==> src/hdl/acp_pkg.sv <==
// Shared types, constants and lookup functions for the AT command line parser.
package acp_pkg;

  localparam int unsigned NAME_CNT_W   = 5;
  localparam int unsigned NAME_CNT_SAT = 31;
  localparam int unsigned ARG_W        = 9;
  localparam int unsigned LINE_MAX     = 512;
  localparam int unsigned ARG_CAP      = ((LINE_MAX - 1) < 511) ? (LINE_MAX - 1) : 511;
  localparam int unsigned PASS_LEN     = 11;
  localparam int unsigned PASS_W       = 4;
  localparam int unsigned CLEN_W       = 4;

  typedef enum logic [2:0] {
    CMD_ERASE,
    CMD_WRITE,
    CMD_UPDATE,
    CMD_RST,
    CMD_LOGIN,
    CMD_RUN_APP,
    CMD_RUN_BOOT,
    CMD_CRC
  } cmd_e;

  typedef enum logic [1:0] {
    ST_OK,
    ST_FAIL,
    ST_LOGIN_REQ,
    ST_UNSUPPORTED
  } status_e;

  typedef enum logic [2:0] {
    RG_ALL,
    RG_APP,
    RG_SWAP,
    RG_DATA,
    RG_NONE
  } region_e;

  typedef struct packed {
    logic done;
    logic hit;
    cmd_e cmd;
  } match_t;

  function automatic logic [CLEN_W-1:0] cmd_len(cmd_e k);
    logic [CLEN_W-1:0] len;
    case (k)
      CMD_ERASE:    len = 4'd5;
      CMD_WRITE:    len = 4'd5;
      CMD_UPDATE:   len = 4'd6;
      CMD_RST:      len = 4'd3;
      CMD_LOGIN:    len = 4'd5;
      CMD_RUN_APP:  len = 4'd9;
      CMD_RUN_BOOT: len = 4'd10;
      CMD_CRC:      len = 4'd3;
      default:      len = 4'd0;
    endcase
    return len;
  endfunction

  function automatic logic cmd_needs_login(cmd_e k);
    return (k == CMD_ERASE) || (k == CMD_WRITE) || (k == CMD_UPDATE);
  endfunction

  // Character j of command k; names are right-justified in an 80-bit word.
  function automatic logic [7:0] cmd_char(cmd_e k, logic [CLEN_W-1:0] j);
    logic [79:0]       s;
    logic [CLEN_W-1:0] idx;
    case (k)
      CMD_ERASE:    s = 80'("ERASE");
      CMD_WRITE:    s = 80'("WRITE");
      CMD_UPDATE:   s = 80'("UPDATE");
      CMD_RST:      s = 80'("RST");
      CMD_LOGIN:    s = 80'("LOGIN");
      CMD_RUN_APP:  s = 80'({"START_", "APP"});
      CMD_RUN_BOOT: s = 80'({"START_", "BOOT"});
      CMD_CRC:      s = 80'("CRC");
      default:      s = '0;
    endcase
    idx = cmd_len(k) - 4'd1 - j;
    return s[{idx, 3'b000} +: 8];
  endfunction

  function automatic logic [7:0] pass_char(logic [PASS_W-1:0] i);
    logic [7:0] c;
    case (i)
      4'd0:    c = "=";
      4'd1:    c = "\"";
      4'd2:    c = "e";
      4'd3:    c = "e";
      4'd4:    c = "X";
      4'd5:    c = "c";
      4'd6:    c = "l";
      4'd7:    c = "o";
      4'd8:    c = "u";
      4'd9:    c = "d";
      4'd10:   c = "\"";
      default: c = 8'h00;
    endcase
    return c;
  endfunction

  function automatic region_e region_of(logic [7:0] c);
    region_e r;
    case (c)
      "A", "a": r = RG_APP;
      "S", "s": r = RG_SWAP;
      "D", "d": r = RG_DATA;
      default:  r = RG_NONE;
    endcase
    return r;
  endfunction

endpackage

==> src/hdl/acp_ram.sv <==
// Generic single-write, single-read RAM with registered read data.
module acp_ram #(
  parameter int unsigned WIDTH = 8,
  parameter int unsigned DEPTH = 16
) (
  input  logic                     clk_i,
  input  logic                     we_i,
  input  logic [$clog2(DEPTH)-1:0] waddr_i,
  input  logic [WIDTH-1:0]         wdata_i,
  input  logic [$clog2(DEPTH)-1:0] raddr_i,
  output logic [WIDTH-1:0]         rdata_o
);

  logic [WIDTH-1:0] mem [DEPTH];

  always_ff @(posedge clk_i) begin
    if (we_i) begin
      mem[waddr_i] <= wdata_i;
    end
    rdata_o <= mem[raddr_i];
  end

endmodule

==> src/hdl/acp_matcher.sv <==
// Sequencer that walks the command table with one shared byte comparator.
module acp_matcher
  import acp_pkg::*;
#(
  parameter int unsigned AW = 4
) (
  input  logic                  clk_i,
  input  logic                  rst_ni,
  input  logic                  start_i,
  input  logic                  ack_i,
  input  logic [NAME_CNT_W-1:0] name_count_i,
  input  logic [7:0]            rdata_i,
  output logic [AW-1:0]         raddr_o,
  output match_t                match_o
);

  typedef enum logic [2:0] {
    M_IDLE,
    M_LEN,
    M_FETCH,
    M_CMP,
    M_DONE
  } mstate_e;

  mstate_e           state_q, state_d;
  cmd_e              k_q, k_d;
  logic [CLEN_W-1:0] j_q, j_d;
  logic              hit_q, hit_d;

  always_comb begin
    state_d = state_q;
    k_d     = k_q;
    j_d     = j_q;
    hit_d   = hit_q;
    case (state_q)
      M_IDLE: begin
        if (start_i) begin
          k_d     = CMD_ERASE;
          state_d = M_LEN;
        end
      end
      M_LEN: begin
        if (name_count_i == {1'b0, cmd_len(k_q)}) begin
          j_d     = '0;
          state_d = M_FETCH;
        end else if (k_q == CMD_CRC) begin
          hit_d   = 1'b0;
          state_d = M_DONE;
        end else begin
          k_d     = cmd_e'(k_q + 3'd1);
          state_d = M_LEN;
        end
      end
      M_FETCH: begin
        state_d = M_CMP;
      end
      M_CMP: begin
        if (rdata_i == cmd_char(k_q, j_q)) begin
          if (j_q == cmd_len(k_q) - 4'd1) begin
            hit_d   = 1'b1;
            state_d = M_DONE;
          end else begin
            j_d     = j_q + 4'd1;
            state_d = M_FETCH;
          end
        end else if (k_q == CMD_CRC) begin
          hit_d   = 1'b0;
          state_d = M_DONE;
        end else begin
          k_d     = cmd_e'(k_q + 3'd1);
          state_d = M_LEN;
        end
      end
      M_DONE: begin
        if (ack_i) begin
          state_d = M_IDLE;
        end
      end
      default: begin
        state_d = M_IDLE;
      end
    endcase
  end

  always_ff @(posedge clk_i or negedge rst_ni) begin
    if (!rst_ni) begin
      state_q <= M_IDLE;
      k_q     <= CMD_ERASE;
      j_q     <= '0;
      hit_q   <= 1'b0;
    end else begin
      state_q <= state_d;
      k_q     <= k_d;
      j_q     <= j_d;
      hit_q   <= hit_d;
    end
  end

  assign raddr_o = AW'(j_q);
  assign match_o = '{done: (state_q == M_DONE), hit: hit_q, cmd: k_q};

endmodule

==> src/hdl/at_command_line_parser.sv <==
// AT command line parser top level: byte front end, name store, matcher and result register.
//
// Bytes enter one per cycle on the slave stream while a line is being scanned; the
// A, T, '+' prefix, the upper-cased command name, the argument count and the password
// scan all update in the cycle a word is taken. A CR or LF that ends a line drops tready
// while the sequencer compares the stored name against the command table with its single
// byte comparator, checking the length of each table entry in turn and, where it fits,
// fetching and comparing its characters one by one; the sequencer then hands the result
// to the output register. If the previous result word still waits in the output
// register, tready stays low until that word is taken; otherwise bytes are taken again
// while the new word waits, up to the next line end.
module at_command_line_parser
  import acp_pkg::*;
#(
  parameter int unsigned NAME_MAX = 16
) (
  input  logic        clk_i,
  input  logic        rst_ni,
  input  logic        s_axis_tvalid_i,
  output logic        s_axis_tready_o,
  input  logic [7:0]  s_axis_tdata_i,   // [7:0] rx_byte
  output logic        m_axis_tvalid_o,
  input  logic        m_axis_tready_i,
  output logic [23:0] m_axis_tdata_o    // status, command, erase_region, login_state,
                                        // arg_length, zero pad
);

  localparam int unsigned AW = $clog2(NAME_MAX);

  typedef enum logic [2:0] {
    PH_WAIT_A,
    PH_WAIT_T,
    PH_WAIT_PLUS,
    PH_GATHER,
    PH_MATCH
  } phase_e;

  phase_e                phase_q, phase_d;
  logic [NAME_CNT_W-1:0] name_count_q, name_count_d;
  logic                  name_closed_q, name_closed_d;
  logic [ARG_W-1:0]      arg_count_q, arg_count_d;
  logic [7:0]            arg_second_q, arg_second_d;
  logic                  logged_in_q, logged_in_d;
  logic [PASS_W-1:0]     pass_stage_q, pass_stage_d;
  logic                  pass_found_q, pass_found_d;
  logic                  out_valid_q, out_valid_d;
  status_e               status_q, status_d;
  cmd_e                  command_q, command_d;
  region_e               region_q, region_d;
  logic [ARG_W-1:0]      alen_q, alen_d;

  logic                  s_acc;
  logic                  commit;
  logic                  start;
  logic                  name_we;
  logic [7:0]            rx_b;
  logic [7:0]            rx_up;
  logic [7:0]            rdata;
  logic [AW-1:0]         raddr;
  logic [ARG_W:0]        alen_sum;
  match_t                match;

  assign rx_b            = s_axis_tdata_i;
  assign s_axis_tready_o = (phase_q != PH_MATCH);
  assign s_acc           = s_axis_tvalid_i && s_axis_tready_o;
  assign commit          = match.done && (!out_valid_q || m_axis_tready_i);
  assign rx_up           = (rx_b inside {["a":"z"]}) ? (rx_b - 8'd32) : rx_b;
  assign alen_sum        = {1'b0, arg_count_q} + 10'd1;

  acp_ram #(
    .WIDTH (8),
    .DEPTH (NAME_MAX)
  ) u_name_ram (
    .clk_i   (clk_i),
    .we_i    (name_we),
    .waddr_i (name_count_q[AW-1:0]),
    .wdata_i (rx_up),
    .raddr_i (raddr),
    .rdata_o (rdata)
  );

  acp_matcher #(
    .AW (AW)
  ) u_matcher (
    .clk_i        (clk_i),
    .rst_ni       (rst_ni),
    .start_i      (start),
    .ack_i        (commit),
    .name_count_i (name_count_q),
    .rdata_i      (rdata),
    .raddr_o      (raddr),
    .match_o      (match)
  );

  always_comb begin
    phase_d       = phase_q;
    name_count_d  = name_count_q;
    name_closed_d = name_closed_q;
    arg_count_d   = arg_count_q;
    arg_second_d  = arg_second_q;
    logged_in_d   = logged_in_q;
    pass_stage_d  = pass_stage_q;
    pass_found_d  = pass_found_q;
    out_valid_d   = out_valid_q && !m_axis_tready_i;
    status_d      = status_q;
    command_d     = command_q;
    region_d      = region_q;
    alen_d        = alen_q;
    start         = 1'b0;
    name_we       = 1'b0;

    if (s_acc) begin
      case (phase_q)
        PH_WAIT_A: begin
          if (rx_b == "A" || rx_b == "a") begin
            phase_d = PH_WAIT_T;
          end
        end
        PH_WAIT_T: begin
          if (rx_b == "T" || rx_b == "t") begin
            phase_d = PH_WAIT_PLUS;
          end
        end
        PH_WAIT_PLUS: begin
          if (rx_b == "+") begin
            phase_d       = PH_GATHER;
            name_count_d  = '0;
            name_closed_d = 1'b0;
            arg_count_d   = '0;
            arg_second_d  = '0;
            pass_stage_d  = '0;
            pass_found_d  = 1'b0;
          end
        end
        PH_GATHER: begin
          if (rx_b == 8'h0d || rx_b == 8'h0a) begin
            phase_d = PH_MATCH;
            start   = 1'b1;
          end else if (name_closed_q || rx_b == "," || rx_b == "=" || rx_b == "?") begin
            name_closed_d = 1'b1;
            if ({1'b0, arg_count_q} < 10'(ARG_CAP)) begin
              if (arg_count_q == 9'd1) begin
                arg_second_d = rx_b;
              end
              if (!pass_found_q && ({1'b0, pass_stage_q} < 5'(PASS_LEN))) begin
                if (rx_b == pass_char(pass_stage_q)) begin
                  if ({1'b0, pass_stage_q} == 5'(PASS_LEN - 1)) begin
                    pass_found_d = 1'b1;
                  end else begin
                    pass_stage_d = pass_stage_q + 4'd1;
                  end
                end else begin
                  pass_stage_d = '0;
                end
              end
              arg_count_d = arg_count_q + 9'd1;
            end
          end else begin
            name_we = ({1'b0, name_count_q} < 6'(NAME_MAX));
            if (name_count_q < 5'(NAME_CNT_SAT)) begin
              name_count_d = name_count_q + 5'd1;
            end
          end
        end
        default: begin
        end
      endcase
    end

    if (phase_q == PH_MATCH && commit) begin
      phase_d     = PH_WAIT_A;
      out_valid_d = 1'b1;
      status_d    = ST_UNSUPPORTED;
      command_d   = CMD_ERASE;
      region_d    = RG_NONE;
      alen_d      = alen_sum[ARG_W] ? '1 : alen_sum[ARG_W-1:0];
      if (match.hit) begin
        command_d = match.cmd;
        if (cmd_needs_login(match.cmd) && !logged_in_q) begin
          status_d = ST_LOGIN_REQ;
        end else if (match.cmd == CMD_LOGIN) begin
          logged_in_d = pass_found_q;
          status_d    = pass_found_q ? ST_OK : ST_FAIL;
        end else begin
          status_d = ST_OK;
          if (match.cmd == CMD_ERASE) begin
            region_d = (arg_count_q >= 9'd2) ? region_of(arg_second_q) : RG_ALL;
          end
        end
      end
    end
  end

  always_ff @(posedge clk_i or negedge rst_ni) begin
    if (!rst_ni) begin
      phase_q       <= PH_WAIT_A;
      name_count_q  <= '0;
      name_closed_q <= 1'b0;
      arg_count_q   <= '0;
      arg_second_q  <= '0;
      logged_in_q   <= 1'b0;
      pass_stage_q  <= '0;
      pass_found_q  <= 1'b0;
      out_valid_q   <= 1'b0;
    end else begin
      phase_q       <= phase_d;
      name_count_q  <= name_count_d;
      name_closed_q <= name_closed_d;
      arg_count_q   <= arg_count_d;
      arg_second_q  <= arg_second_d;
      logged_in_q   <= logged_in_d;
      pass_stage_q  <= pass_stage_d;
      pass_found_q  <= pass_found_d;
      out_valid_q   <= out_valid_d;
    end
  end

  always_ff @(posedge clk_i) begin
    status_q  <= status_d;
    command_q <= command_d;
    region_q  <= region_d;
    alen_q    <= alen_d;
  end

  assign m_axis_tvalid_o = out_valid_q;
  assign m_axis_tdata_o  = {6'b0, alen_q, logged_in_q, region_q, command_q, status_q};

  a_match_blocks_input: assert property (@(posedge clk_i) disable iff (!rst_ni)
    match.done |-> !s_axis_tready_o)
    else $error("matcher result pending while input is open");

  a_login_req_cmd: assert property (@(posedge clk_i) disable iff (!rst_ni)
    (out_valid_q && status_q == ST_LOGIN_REQ) |->
      (command_q == CMD_ERASE || command_q == CMD_WRITE || command_q == CMD_UPDATE))
    else $error("login required reported for a command without that need");

  a_region_only_erase: assert property (@(posedge clk_i) disable iff (!rst_ni)
    (out_valid_q && region_q != RG_NONE) |-> (command_q == CMD_ERASE && status_q == ST_OK))
    else $error("erase region reported outside an executed erase");

  a_start_from_gather: assert property (@(posedge clk_i) disable iff (!rst_ni)
    start |=> (phase_q == PH_MATCH))
    else $error("match started without entering the match phase");

endmodule

==> config.mk <==
export PLATFORM = sky130hd
export DESIGN_NAME = at_command_line_parser
export DESIGN_NICKNAME = d
export VERILOG_FILES = /design/src/hdl/acp_pkg.sv /design/src/hdl/acp_ram.sv /design/src/hdl/acp_matcher.sv /design/src/hdl/at_command_line_parser.sv
export SDC_FILE = /design/constraint.sdc
export NUM_CORES = 1
export LEC_CHECK = 0
export BUFFER_PORTS_ARGS = -buffer_cell sky130_fd_sc_hd__buf_2
export CAP_MARGIN = 5
export CORE_MARGIN = 4
export CORE_UTILIZATION = 66
export CTS_CLUSTER_SIZE = 25
export DETAILED_ROUTE_END_ITERATION = 16
export PLACE_DENSITY = 0.84
export SETUP_SLACK_MARGIN = 0.02
export SLEW_MARGIN = 40
export SYNTH_ARGS = -nofsm -noshare
export SYNTH_HDL_FRONTEND = slang
export SYNTH_SLANG_ARGS = --single-unit
export TNS_END_PERCENT = 30
==> constraint.sdc <==
create_clock -name clk_i -period 13.4 [get_ports clk_i]
set_clock_uncertainty 0.2 [all_clocks]
set_input_delay 2.68 -clock clk_i [delete_from_list [all_inputs] [get_ports clk_i]]
set_output_delay 2.68 -clock clk_i [all_outputs]
set_load 0.02 [all_outputs]
==> impl_metrics.toml, run 1 <==
[worst_hold_path]
hp-class = "reg2reg"

[route]
final_antenna_net_count = 0
drt_iter0_drc = 887
drc_errors = 0
viasPerCell = 6.76
vias = 6965
wl_per_cell_um = 21.7
drtPass1Iterations = 7
finalWirelength_mm = 22.4

[clock_network]
cts_setup_buffers = 0
cts-root-buf = "clkbuf_16"
cts_tree = "built"
cts_resized = 0
htreeDepth = 4
numCtsBuffers = 17
cts_hold_buf = 0
clkTransAtPathRegs_ps = 70
clk_path_buf_depth = 2
clkLatencyLatePin_ps = 440
cts_sinks = 196

[logic_synthesis]
synth.largest_area_cell = "edfxtp_1"
synth_top_area_share_pct = 44.3
syn_inst = 828
yosysSeqAreaShare_pct = 56.9
ys_types = 79
ys_warn_count = 0
synth.area.top_cells = "edfxtp_1 44%, dfrtp_1 11%, mux2i_1 3.8%"
synthTopCellsByCount = "145 x edfxtp_1, 63 x nor2_1, 62 x o21ai_0"
synth.most_common_cell = "edfxtp_1"
synth-async-reset-ratio_pct = 21.9
synth_area_um2 = 9830
synth-edff-count = 145
synth_flop_cell = "edfxtp_1"
avgSynthCellArea_um2 = 11.9
ys_ff_latch = 196

[sta]
setup_tns_ps = 0
maxSlewHeadroom_pct = 48.9
max_freq_ghz = 0.177
final.period_utilization_pct = 42.2
worstMarginPinSlew_ps = 763
min_period_ps = 5650
slew_viol_final = 0
setup_viol = 0
hold_violations = 0
rsz0062_at_grt = "false"
worst_slack_ps = 7750

[critical_path]
worstSetupEndpointType = "register"
path_max_fanout = 23
cpMostUsedCell = "o21ai_0"
slowest_stage = "nor4b_1"
critPathKind = "in2reg"
cpPeakStageDelay_ps = 740
start_kind = "primary input"
crit_required_ps = 13560
worstPathCellList = "buf_2 > nor4bb_1 > a31oi_1 > nor3b_1 > nand4_1 > nor4b_1 > o21ai_0 > o21ai_0"
arrival_ps = 5810

[pwr]
p_per_area_nw_per_um2 = 182
p_leak_uw = 0.00375
total_power_uw = 1930
vdd_drop_max_uv = 113

[floorplanning]
initial_utilization_pct = 67.6
dieHeight_um = 130
ios = 38
coreArea_um2 = 14500
die_area_um2 = 16900
rows = 44
fp.dieW_um = 130

[cells_and_area]
post-route-util_pct = 73.2
diodes = 0
layout.nets = 874
drive_gt1_share_pct = 13.1
multi_input_area_um2 = 3890
n_fill_cell = 937
seq_area_um2 = 5590
area_growth_pct = 8.24

[place]
dp_hpwl_mm = 14.6
gp_congestion = 0.924
port-buffer-count = 31
place_ws_ps = 7120

[global_route]
grt_pass1_vias = 6619
globalRouteTotalUtil_pct = 27.6
grt_antenna_before_repair = 0
grt_max_degree = 53
grt_pass1_wl_mm = 35.5
overflow = 0

[status]
status = "complete, no violations"

[job]
cap_violations = 0
==> per-stage QoR <==
step,area (µm²),hold WS [ps],instances
after CTS,10600,328,1031
after floorplan,9840,286,833
after detailed placement,10000,319,999
final,10600,333,1031
after global routing,10600,351,1031
after global placement,9970,329,999
==> per-layer routing <==
| metal | share of wire [%] | track usage [%] | vias to the layer above | wire (µm) |
|---|---|---|---|---|
| met5 | 0 | 0 | - | 0 |
| met1 | 40 | 38.6 | 3406 | 8840 |
| met3 | 8.0 | 5.28 | 62 | 1800 |
| met4 | 2.4 | 9.05 | 0 | 544 |
| met2 | 50 | 44.2 | 388 | 11200 |
| li1 | - | - | 3109 | - |
==> flip-flops by register name, summed over array words and instances (netlist names) <==
signal / flops
pass_stage_q: 4
arg_second_q: 7
status_q: 2
u_matcher.state_q: 3
u_matcher.hit_q: 1
phase_q: 3
pass_found_q: 1
u_name_ram.rdata_o: 8
command_q: 3
u_matcher.k_q: 3
alen_q: 9
arg_count_q: 9
u_name_ram.mem: 128
region_q: 3
logged_in_q: 1
u_matcher.raddr_o: 4
m_axis_tvalid_o: 1
name_closed_q: 1
name_count_q: 5
==> cell type report <==
cell class / instances / area share, %
inverter: 37 / 1.31
multi-input combinational: 548 / 36.6
sequential: 196 / 52.6
clock buffer: 23 / 4.81
timing repair buffer: 34 / 1.73
clock inverter: 9 / 0.800
tap: 184 / 2.16
==> critical path, delay by kind of cell <==
family / cells / cell delay (ps)
AND/OR/NAND/NOR: 4 / 2220
AO/OA/AOI/OAI: 3 / 520
buffers and inverters: 1 / 390
==> report_power, final <==
part           internal, µW  switching (µW)
Combinational           271             410
Sequential              685            63.1
Clock                   276             228
Total                  1230             701
==> layout by cell type, fill, tap and decap left out, drive strengths merged, types with 6 or more instances in the layout <==
cell type	instances
mux4	16
nand3	33
edfxtp	145
mux2i	37
a31oi	7
conb	6
ha	27
buf	34
clkbuf	23
nor3b	6
a22o	6
and3	6
dfrtp	43
nand2	60
a21oi	33
mux2	8
o21ai	64
a221oi	11
xor2	10
xnor2	14
nor3	16
nor4	7
inv	40
nor2	63
nand4	11
nand2b	17
dfxtp	8
nor2b	6
a22oi	8
==> final timing paths <==
path,to,slack (ps),depth (start not counted),start
min in group asynchronous,u_matcher.k_q[2]$_DFFE_PN0P_,2040,1,rst_ni
worst max-delay path,pass_stage_q[3]$_DFFE_PN0P_,7750,8,s_axis_tdata_i[3]
worst min register to register,name_closed_q$_DFFE_PN0P_,330,2,name_closed_q$_DFFE_PN0P_
max in group asynchronous,u_matcher.raddr_o[1]$_DFFE_PN0P_,10550,1,rst_ni
worst min-delay path,name_closed_q$_DFFE_PN0P_,330,2,name_closed_q$_DFFE_PN0P_
worst max register to register,u_matcher.k_q[1]$_DFFE_PN0P_,8360,13,u_matcher.k_q[1]$_DFFE_PN0P_
==> cell families (layout without fill, tap and decap cells) <==
group                    after synthesis  in the layout  share of synthesized area [%]
AO/OA/AOI/OAI                        183            183                           12.1
XOR/XNOR                              24             24                           2.14
adder cells (fa/ha/maj)               28             28                           3.64
buffers and inverters                 89            103                           4.32
flip-flops                           196            196                           56.9
multiplexers                          61             61                           8.39
other                                  1              6                         0.0382
AND/OR/NAND/NOR                      246            246                           12.5
No activity file was read; power rests on OpenSTA's default activity.
==> inputs of run 2 (changes only) <==
--- a/config.mk
+++ b/config.mk
@@ -8,10 +8,10 @@
 export BUFFER_PORTS_ARGS = -buffer_cell sky130_fd_sc_hd__buf_2
 export CAP_MARGIN = 5
 export CORE_MARGIN = 4
-export CORE_UTILIZATION = 66
+export CORE_UTILIZATION = 56
 export CTS_CLUSTER_SIZE = 25
 export DETAILED_ROUTE_END_ITERATION = 16
-export PLACE_DENSITY = 0.84
+export PLACE_DENSITY = 0.76
 export SETUP_SLACK_MARGIN = 0.02
 export SLEW_MARGIN = 40
 export SYNTH_ARGS = -nofsm -noshare
==> constraint.sdc (replaced) <==
create_clock -name clk_i -period 5 [get_ports clk_i]
set_clock_uncertainty 0.2 [all_clocks]
set_input_delay 1 -clock clk_i [delete_from_list [all_inputs] [get_ports clk_i]]
set_output_delay 1 -clock clk_i [all_outputs]
set_load 0.02 [all_outputs]
==> run 2 against run 1 <==
Core utilization fell by 11 points. Hold slack gained 1.8 ps. Non-clock buffer count increased by 10. Sequential cell count stayed put. Sequential power grew to 2.7 times the previous value.
==> impl_metrics.toml, run 2 (same netlist as run 1, synthesis figures left out) <==
[status]
status = "complete, no violations"

[sta]
slew_viol_final = 0
maxSlewHeadroom_pct = 47.4
final.period_utilization_pct = 93.8
rsz0062_at_grt = "false"
worstMarginPinSlew_ps = 778
setup_viol = 0
hold-worst-slack_ps = 335
min_period_ps = 4690
max_freq_ghz = 0.213
hold_violations = 0
setup_tns_ps = 0

[route]
drc_errors = 0
vias = 6665
final_antenna_net_count = 0
viasPerCell = 6.16
drtPass1Iterations = 5
finalWirelength_mm = 21.3
wl_per_cell_um = 19.7
drt_iter0_drc = 762

[floorplanning]
fp.dieW_um = 140
dieHeight_um = 140
die_area_um2 = 19700
rows = 48
initial_utilization_pct = 57.0
ios = 38
coreArea_um2 = 17200

[critical_path]
slowest_stage = "dfrtp_1"
start_kind = "register"
worstSetupEndpointType = "register"
arrival_ps = 4840
r2r-end = "u_matcher.k_q[1]$_DFFE_PN0P_"
critPathKind = "reg2reg"
reg2reg_from = "u_matcher.k_q[1]$_DFFE_PN0P_"
cpPeakStageDelay_ps = 550
path_max_fanout = 13
regToRegSetupSlack_ps = 310
worstPathCellList = "inv_1 > ha_1 > nand2_1 > o21ai_1 > ha_1 > xnor2_1 > buf_4 > nor2_1 > a211oi_1 > a31o_1 > xor2_1 > nand4_1 > o21ai_1 > mux2i_1"
critPathCapture = "u_matcher.k_q[1]$_DFFE_PN0P_"
r2r_cells = 14
crit_required_ps = 5150
crit_start = "u_matcher.k_q[1]$_DFFE_PN0P_"

[clock_network]
cts_hold_buf = 0
cts_setup_buffers = 0
clk_path_buf_depth = 2
cts_resized = 0
clkTransAtPathRegs_ps = 70
cts_sinks = 196
cts-root-buf = "clkbuf_16"
htreeDepth = 4
numCtsBuffers = 17
cts_tree = "built"
clkLatencyLatePin_ps = 440

[cells_and_area]
layout.nets = 884
area_growth_pct = 9.18
final_common_cell = "edfxtp_1"
final_cell_mix = "145 x edfxtp_1, 62 x o21ai_0, 60 x nand2_1"
diodes = 0
drive_gt1_share_pct = 13.2
largestRegisters = "u_name_ram.mem x128, alen_q x9, arg_count_q x9"
largest_reg_flops = 128
largest_register = "u_name_ram.mem"

[place]
dp_hpwl_mm = 14.2
gp_congestion = 0.894
port-buffer-count = 31

[pwr]
vdd_drop_max_uv = 289
p_leak_uw = 0.00378
p_per_area_nw_per_um2 = 483

[job]
cap_violations = 0

[worst_hold_path]
hp-class = "reg2reg"

[global_route]
grt_max_degree = 53
grt_pass1_wl_mm = 34.4
grt_antenna_before_repair = 0
overflow = 0
grt_pass1_vias = 6414
globalRouteTotalUtil_pct = 22.4
==> run 2: through the flow <==
step / util, % / total power [µW] / std cells / instance area, µm² / worst slack, ps
after global placement: 58.6 / 3760 / 1050 / 10100 / 586
after CTS: 62.2 / 5170 / 1082 / 10700 / 428
after detailed placement: 58.7 / 3800 / 1050 / 10100 / 479
after global routing: 62.2 / 5480 / 1082 / 10700 / 86.5
final: 62.2 / 5190 / 1082 / 10700 / 310
after floorplan: - / 3450 / 833 / 9840 / 692
==> run 2: report_power, final <==
group	switching, µW	internal, µW
combinational	1080	738
clock	625	751
sequential	152	1840
==> run 2: final cells by class <==
cell class / instances / area, µm²
Clock inverter: 14 / 170
Inverter: 37 / 139
Sequential cell: 196 / 5590
Fill cell: 1288 / 6510
Tap cell: 225 / 282
Timing Repair Buffer: 44 / 259
Multi-Input combinational cell: 548 / 3860
Clock buffer: 18 / 429
==> run 2: worst min-delay path by stage <==
stage          slack, ps                      start                        end  cells past startpoint
6_report             330  name_closed_q$_DFFE_PN0P_  name_closed_q$_DFFE_PN0P_                      2
5_1_grt              370  name_closed_q$_DFFE_PN0P_  name_closed_q$_DFFE_PN0P_                      2
4_1_cts              340  name_closed_q$_DFFE_PN0P_  name_closed_q$_DFFE_PN0P_                      2
3_5_place_dp         330  name_closed_q$_DFFE_PN0P_  name_closed_q$_DFFE_PN0P_                      2
3_3_place_gp         320  name_closed_q$_DFFE_PN0P_  name_closed_q$_DFFE_PN0P_                      2
2_1_floorplan        290   pass_found_q$_DFFE_PN0P_   pass_found_q$_DFFE_PN0P_                      1
==> run 2: worst max-delay path, delay by kind of cell, from the launching register on <==
family                     cells  cell delay [ps]
AOI/OAI and AO/OA              4             1390
and+or+nand+nor                3              470
muxes                          1              260
adders and majority gates      2              780
buffers and inverters          2              580
xor gates and xnor gates       2              380
DFF                            1              550
==> run 2: per-layer routing <==
layer	global-route usage, %	vias to the layer above	part of all wire (%)
li1	-	3124	-
met1	30.7	3285	43
met2	35.2	207	48
met3	4.71	49	5.6
met4	8.82	0	2.8
met5	0	-	0
